### src/hw/rtl/firq15_pkg.sv
`default_nettype none

package firq15_pkg;

    localparam int SAMPLE_W   = 16;
    localparam int ACC_W      = 32;
    localparam int TABLE_TAPS = 19;
    localparam int TAB_IDX_W  = 5;

    // sample queue between front and back
    localparam int QUEUE_DEPTH = 4;
    localparam int QUEUE_AW    = 2;
    localparam int QUEUE_CW    = QUEUE_AW + 1;

    typedef logic signed [SAMPLE_W-1:0] t_sample;
    typedef logic signed [ACC_W-1:0]    t_acc;

    // head of the sample queue as seen by the back end
    typedef struct packed {
        logic    valid;
        t_sample sample;
    } t_queue_out;

    // low-pass taps, q15, symmetric
    localparam t_sample COEF_TABLE [TABLE_TAPS] = '{
        16'sd399,   -16'sd295,  -16'sd944,  -16'sd1554, -16'sd1502,
        -16'sd284,  16'sd2112,  16'sd5061,  16'sd7503,  16'sd8450,
        16'sd7503,  16'sd5061,  16'sd2112,  -16'sd284,  -16'sd1502,
        -16'sd1554, -16'sd944,  -16'sd295,  16'sd399
    };

    // taps past the end of the table weigh zero
    function automatic t_sample coef_at(input int j);
        t_sample c;
        c = '0;
        if (j >= 0 && j < TABLE_TAPS) begin
            c = COEF_TABLE[j[TAB_IDX_W-1:0]];
        end
        return c;
    endfunction

endpackage

`default_nettype wire

### src/hw/rtl/firq15_front.sv
`default_nettype none

module firq15_front (
    input  wire logic                   i_clk,
    input  wire logic                   i_rst_n,
    input  wire logic                   i_valid,
    output logic                        o_ready,
    input  wire firq15_pkg::t_sample    i_sample_in,
    output firq15_pkg::t_queue_out      o_queue,
    input  wire logic                   i_pop
);
    import firq15_pkg::*;

    t_sample               r_mem [QUEUE_DEPTH];
    logic [QUEUE_AW-1:0]   r_wr_ptr, n_wr_ptr;
    logic [QUEUE_AW-1:0]   r_rd_ptr, n_rd_ptr;
    logic [QUEUE_CW-1:0]   r_count,  n_count;
    logic                  w_push;

    // accept while the queue has room
    assign o_ready = (r_count != QUEUE_CW'(QUEUE_DEPTH));
    assign w_push  = i_valid && o_ready;

    // head of queue toward the back end
    assign o_queue.valid  = (r_count != '0);
    assign o_queue.sample = r_mem[r_rd_ptr];

    // pointer and fill bookkeeping
    always_comb begin
        n_wr_ptr = r_wr_ptr;
        n_rd_ptr = r_rd_ptr;
        n_count  = r_count;
        if (w_push) begin
            n_wr_ptr = r_wr_ptr + QUEUE_AW'(1);
        end
        if (i_pop) begin
            n_rd_ptr = r_rd_ptr + QUEUE_AW'(1);
        end
        if (w_push && !i_pop) begin
            n_count = r_count + QUEUE_CW'(1);
        end else if (!w_push && i_pop) begin
            n_count = r_count - QUEUE_CW'(1);
        end
    end

    always_ff @(posedge i_clk) begin
        if (!i_rst_n) begin
            r_wr_ptr <= '0;
            r_rd_ptr <= '0;
            r_count  <= '0;
        end else begin
            r_wr_ptr <= n_wr_ptr;
            r_rd_ptr <= n_rd_ptr;
            r_count  <= n_count;
        end
    end

    // queue storage, no reset needed
    always_ff @(posedge i_clk) begin
        if (w_push) begin
            r_mem[r_wr_ptr] <= i_sample_in;
        end
    end

endmodule

`default_nettype wire

### src/hw/rtl/firq15_back.sv
`default_nettype none

module firq15_back #(
    parameter int TAP_COUNT     = 19,
    parameter int FRACTION_BITS = 15
) (
    input  wire logic                   i_clk,
    input  wire logic                   i_rst_n,
    input  wire firq15_pkg::t_queue_out i_queue,
    output logic                        o_pop,
    output logic                        o_valid,
    input  wire logic                   i_ready,
    output firq15_pkg::t_sample         o_filtered_sample,
    output logic                        o_wrapped
);
    import firq15_pkg::*;

    localparam int LANES = (TAP_COUNT > 1) ? TAP_COUNT - 1 : 1;

    // transposed delay line: each lane holds a partial sum
    t_acc    r_lane [LANES];
    t_acc    n_lane [LANES];
    t_acc    w_sum;
    t_acc    w_shift;
    logic    w_wrap;
    logic    r_valid;
    t_sample r_sample;
    logic    r_wrapped;

    // take the next sample whenever the output register frees up
    assign o_pop = i_queue.valid && (!r_valid || i_ready);

    // lane updates, one constant multiply per lane, plus an add of the next lane for all but the last
    always_comb begin
        t_acc w_prod;
        w_prod = '0;
        for (int k = 0; k < LANES; k++) begin
            n_lane[k] = r_lane[k];
            if (o_pop && k < TAP_COUNT - 1) begin
                w_prod = t_acc'(coef_at(k + 1)) * t_acc'(i_queue.sample);
                if (k < TAP_COUNT - 2) begin
                    n_lane[k] = w_prod + r_lane[k + 1];
                end else begin
                    n_lane[k] = w_prod;
                end
            end
        end
    end

    // newest tap plus the head lane, then scale and range check
    always_comb begin
        w_sum = t_acc'(coef_at(0)) * t_acc'(i_queue.sample);
        if (TAP_COUNT > 1) begin
            w_sum = w_sum + r_lane[0];
        end
        w_shift = w_sum >>> FRACTION_BITS;
        w_wrap  = !((&w_shift[ACC_W-1:SAMPLE_W-1]) || (~|w_shift[ACC_W-1:SAMPLE_W-1]));
    end

    always_ff @(posedge i_clk) begin
        if (!i_rst_n) begin
            for (int k = 0; k < LANES; k++) begin
                r_lane[k] <= '0;
            end
            r_valid <= 1'b0;
        end else begin
            r_lane <= n_lane;
            if (o_pop) begin
                r_valid <= 1'b1;
            end else if (i_ready) begin
                r_valid <= 1'b0;
            end
        end
    end

    // result register
    always_ff @(posedge i_clk) begin
        if (o_pop) begin
            r_sample  <= w_shift[SAMPLE_W-1:0];
            r_wrapped <= w_wrap;
        end
    end

    assign o_valid           = r_valid;
    assign o_filtered_sample = r_sample;
    assign o_wrapped         = r_wrapped;

endmodule

`default_nettype wire

### src/hw/rtl/fir_filter_q15_19tap_core.sv
// Streaming low-pass FIR, signed 16-bit samples, q15 coefficients.
// Input channel: i_valid / o_ready with i_sample_in; an item is taken at a
// clock edge where both are high. Output channel: o_valid / i_ready with
// o_filtered_sample and o_wrapped, one result item per input item, in order.
// o_wrapped flags a scaled sum outside the signed 16-bit range, in which
// case o_filtered_sample holds its low 16 bits.
// An accepted item is written into the queue; once the output register is
// free or being taken, it is popped and filtered into the output register,
// where its result shows until taken. Throughput: one item per cycle while
// i_ready stays high; samples pass a 4-entry queue into a transposed
// multiply-add line whose lanes all advance in the same cycle.
// When the receiver stalls the result holds in the output register, the
// queue keeps taking items until full, then o_ready drops.
// Reset (i_rst_n low, synchronous) clears the sample history to zero and
// empties the queue and output register; no clearing pass is needed.

`default_nettype none

module fir_filter_q15_19tap_core #(
    parameter int TAP_COUNT     = 19,
    parameter int FRACTION_BITS = 15
) (
    input  wire logic                   i_clk,
    input  wire logic                   i_rst_n,
    input  wire logic                   i_valid,
    output logic                        o_ready,
    input  wire firq15_pkg::t_sample    i_sample_in,
    output logic                        o_valid,
    input  wire logic                   i_ready,
    output firq15_pkg::t_sample         o_filtered_sample,
    output logic                        o_wrapped
);
    import firq15_pkg::*;

    t_queue_out w_queue;
    logic       w_pop;

    // intake and sample queue
    firq15_front u_front (
        .i_clk       (i_clk),
        .i_rst_n     (i_rst_n),
        .i_valid     (i_valid),
        .o_ready     (o_ready),
        .i_sample_in (i_sample_in),
        .o_queue     (w_queue),
        .i_pop       (w_pop)
    );

    // filter datapath and output register
    firq15_back #(
        .TAP_COUNT     (TAP_COUNT),
        .FRACTION_BITS (FRACTION_BITS)
    ) u_back (
        .i_clk             (i_clk),
        .i_rst_n           (i_rst_n),
        .i_queue           (w_queue),
        .o_pop             (w_pop),
        .o_valid           (o_valid),
        .i_ready           (i_ready),
        .o_filtered_sample (o_filtered_sample),
        .o_wrapped         (o_wrapped)
    );

endmodule

`default_nettype wire

### config.mk
export PLATFORM = sky130hd
export DESIGN_NAME = fir_filter_q15_19tap_core
export DESIGN_NICKNAME = d
export VERILOG_FILES = /design/src/hw/rtl/firq15_pkg.sv /design/src/hw/rtl/firq15_front.sv /design/src/hw/rtl/firq15_back.sv /design/src/hw/rtl/fir_filter_q15_19tap_core.sv
export SDC_FILE = /design/constraint.sdc
export NUM_CORES = 2
export LEC_CHECK = 0
export BUFFER_PORTS_ARGS = -buffer_cell sky130_fd_sc_hd__buf_2
export CAP_MARGIN = 25
export CORE_UTILIZATION = 23
export DETAILED_ROUTE_END_ITERATION = 10
export MAX_ROUTING_LAYER = met4
export SKIP_LAST_GASP = 1
export SLEW_MARGIN = 15
export SYNTH_ARGS = -nofsm -noshare
export SYNTH_HDL_FRONTEND = slang
export SYNTH_SLANG_ARGS = --single-unit
### constraint.sdc
create_clock -name i_clk -period 18.2 [get_ports i_clk]
set_input_delay 2.73 -clock i_clk [delete_from_list [all_inputs] [get_ports i_clk]]
set_output_delay 2.73 -clock i_clk [all_outputs]
set_load 0.02 [all_outputs]
==> flow_summary.ini <==
[status]
status = finished clean

[setup_path]
worstSetupPathType = register to register
slowest_delay_ns = 1.28
path_max_fanout = 15
worst_ep_arrival_time_ns = 12.04
crit_path_end_kind = register
reg2reg_depth = 30
timing.critical_path.mode_cell = fa_1
cp-start-kind = register
crit_required_ns = 18.88
slowest_stage = fa_1

[die]
die-area_um2 = 346600
fp.dieH_um = 588.7
rows = 215
initial_core_util = 0.2310
coreArea_um2 = 342700
num_io_pins = 39
die_w_um = 588.7

[synth]
syn_nets = 11120
synth_seq_cells = 667
synth_edf_count = 81
synth_flop_cell = dfxtp_1
ys_warn_count = 0
yosys.cell_types.count = 99
syn_avg_cell_area_um2 = 8.647
synthArstFlopShare = 0
synth_cells = 9156
synth.yosys.seq_area_share = 0.1789
netlist_area_um2 = 79170

[global_routing]
grt_pass1_vias = 64950
antenna_found_initial = 14
track_usage = 0.1584
overflow = 0
grt_pass1_wl_mm = 405.6
grt_max_degree = 167

[clock_tree]
htreeDepth = 3
clkSlewWorstSetupHoldPaths_ns = 0.06
cts_inserted_buffers = 88
post_cts_resized = 0
root_buffer = clkbuf_16
clkLatencyLatePin_ns = 0.75
cts_tree = yes
holdBufCountCts = 0
cts_buffer_depth = 3
cts.sink_count = 667
post-cts-setup-buffer-count = 0

[drt]
totalWireLength_mm = 273.4
num_vias = 66070
first_pass_iters = 8
drc = 0
avgViaCountPerCell = 4.792
avgRoutedWirePerCell_um = 19.83
ant_nets = 0
drt_iter0_drc = 5334

[finish]
layout-drive-gt1-share = 0.03926
nNetsFinal = 11120
final_util = 0.2570
syn2layout_area_growth_pct = 11.24
fill_cells = 37230
layoutNonFillerInstCount = 13790

[sta]
hold_viol_final = 0
finalWorstPathRequiredPeriod_ns = 11.36
maxSlewViolCount = 0
slew_headroom = 0.2615
finalSetupTns_ns = 0
rsz0062_at_grt = false
finalCritPeriodShare = 0.6241
setup_violations = 0
max_freq_mhz = 88.04
tightestPinTransition_ns = 1.096
setup_ws_ns = 6.842
fin_worst_skew_ns = 0.02964

[placed_design]
io_buffer_count = 38
hpwl_mm = 219.9
dp_slack_ns = 7.071
gp_congestion = 1.050
placed_cells = 13620

[run]
cap_violations = 0

[hold_path]
hold_path.class = register to register
whs_path_depth = 2
[per-layer routing]
metal / GRT usage / wire, um / vias up
li1: - / - / 31510
met1: 0.1990 / 118000 / 31850
met2: 0.2513 / 122800 / 2157
met3: 0.02495 / 19350 / 547
met4: 0.06869 / 13200 / 0
met5: - / 0 / -
[logic make-up after synthesis]
kind of cell,after synthesis,synth area share
buffers and inverters,1340,0.06363
flip-flops,667,0.1789
AO/OA/AOI/OAI,2325,0.1823
XOR/XNOR,622,0.06918
multiplexers,43,0.007823
AND/OR/NAND/NOR,2215,0.1277
adder cells (fa/ha/maj),1944,0.3705
[synth_stat cells (all sizes together) (18+ instances only)]
cell type     n  area (um^2)
a211o        31        271.5
a211oi      109        823.3
a21boi       31        232.7
a21o        281         2110
a21oi       941         4717
a31oi        59        369.1
and2         34        212.7
and3         52        325.3
clkbuf      206        773.2
dfxtp       586        11730
edfxtp       81         2432
fa          667        13350
ha         1277        15980
inv        1121         4208
mux2i        27        270.3
nand2       974         3656
nand2b       89        556.8
nand3       144        725.7
nand3b       22        165.2
nand4        57        356.6
nor2        457         1715
nor2b       103        644.4
nor3        118        590.6
nor4         18        112.6
o211ai       50        389.1
o21a        110        825.8
o21ai       415         2088
o21bai       80        600.6
o31ai        31        232.7
or2          29        181.4
or3          63        394.1
xnor2       442         3871
xor2        178         1559
[cells in the final DEF (no fill, tap or decap), types with 49 or more instances in the layout]
| master | synthesis | routed |
|---|---|---|
| ha_1 | 1277 | 1276 |
| inv_1 | 1121 | 1118 |
| nand2_1 | 974 | 973 |
| a21oi_1 | 939 | 939 |
| fa_1 | 667 | 667 |
| dfxtp_1 | 586 | 586 |
| nor2_1 | 457 | 455 |
| xnor2_1 | 442 | 442 |
| o21ai_0 | 403 | 403 |
| a21o_1 | 281 | 280 |
| xor2_1 | 178 | 178 |
| nand3_1 | 143 | 143 |
| nor3_1 | 118 | 118 |
| o21a_1 | 110 | 110 |
| a211oi_1 | 108 | 107 |
| nor2b_1 | 103 | 103 |
| nand2b_1 | 89 | 89 |
| clkbuf_16 | 0 | 89 |
| buf_4 | 0 | 83 |
| edfxtp_1 | 81 | 81 |
| o21bai_1 | 80 | 80 |
| or3_1 | 63 | 63 |
| a31oi_1 | 59 | 59 |
| nand4_1 | 57 | 57 |
| and3_1 | 52 | 52 |
| o211ai_1 | 49 | 49 |
[registers in the layout (all words and copies together), names as in the netlist, named ones only]
register                  cells
u_front.r_rd_ptr              2
u_back.o_filtered_sample     16
u_back.r_lane               576
u_front.r_wr_ptr              2
u_back.o_valid                1
u_front.r_count               3
u_front.r_mem                64
u_back.o_wrapped              1
[worst max-delay path: cells and delay by family, from the launching register on]
family	cells	cell delay [ns]
AO/OA/AOI/OAI	10	2.63
XOR/XNOR	1	0.25
multiplexers	1	0.72
flip-flops	1	0.55
AND/OR/NAND/NOR	5	0.57
adder cells (fa/ha/maj)	8	4.84
buffers and inverters	5	1.69
[metrics by stage]
stage	area (um^2)	hold WS [ns]
finish	88070	0.4464
global route	88060	0.4656
CTS	88010	0.4490
detailed placement	84960	0.4425
global placement	84940	0.4386
floorplan	79170	0.4223
[final timing paths]
kind	from	to	slack, ns
max	register	u_back.r_lane[447]	6.84
min	u_back.r_lane[570]	u_back.r_lane[570]	0.45
max reg2reg	register	u_back.r_lane[447]	6.84
min reg2reg	u_back.r_lane[570]	u_back.r_lane[570]	0.45
[final cells by class]
type	count	area, um^2	share of cell area
clock inverters	50	673.1	0.007643
inverters	1121	4223	0.04795
clock buffers	108	2379	0.02701
repair buffers	126	894.6	0.01016
well taps	4557	5702	0.06474
multi-input cells	7149	60010	0.6814
diodes	10	25.02	0.0002841
flip-flops and latches	667	14160	0.1608
Power is left out: the tool's default activity adds up to more than one toggle a clock period on the data nets, which glitch-free logic cannot reach.
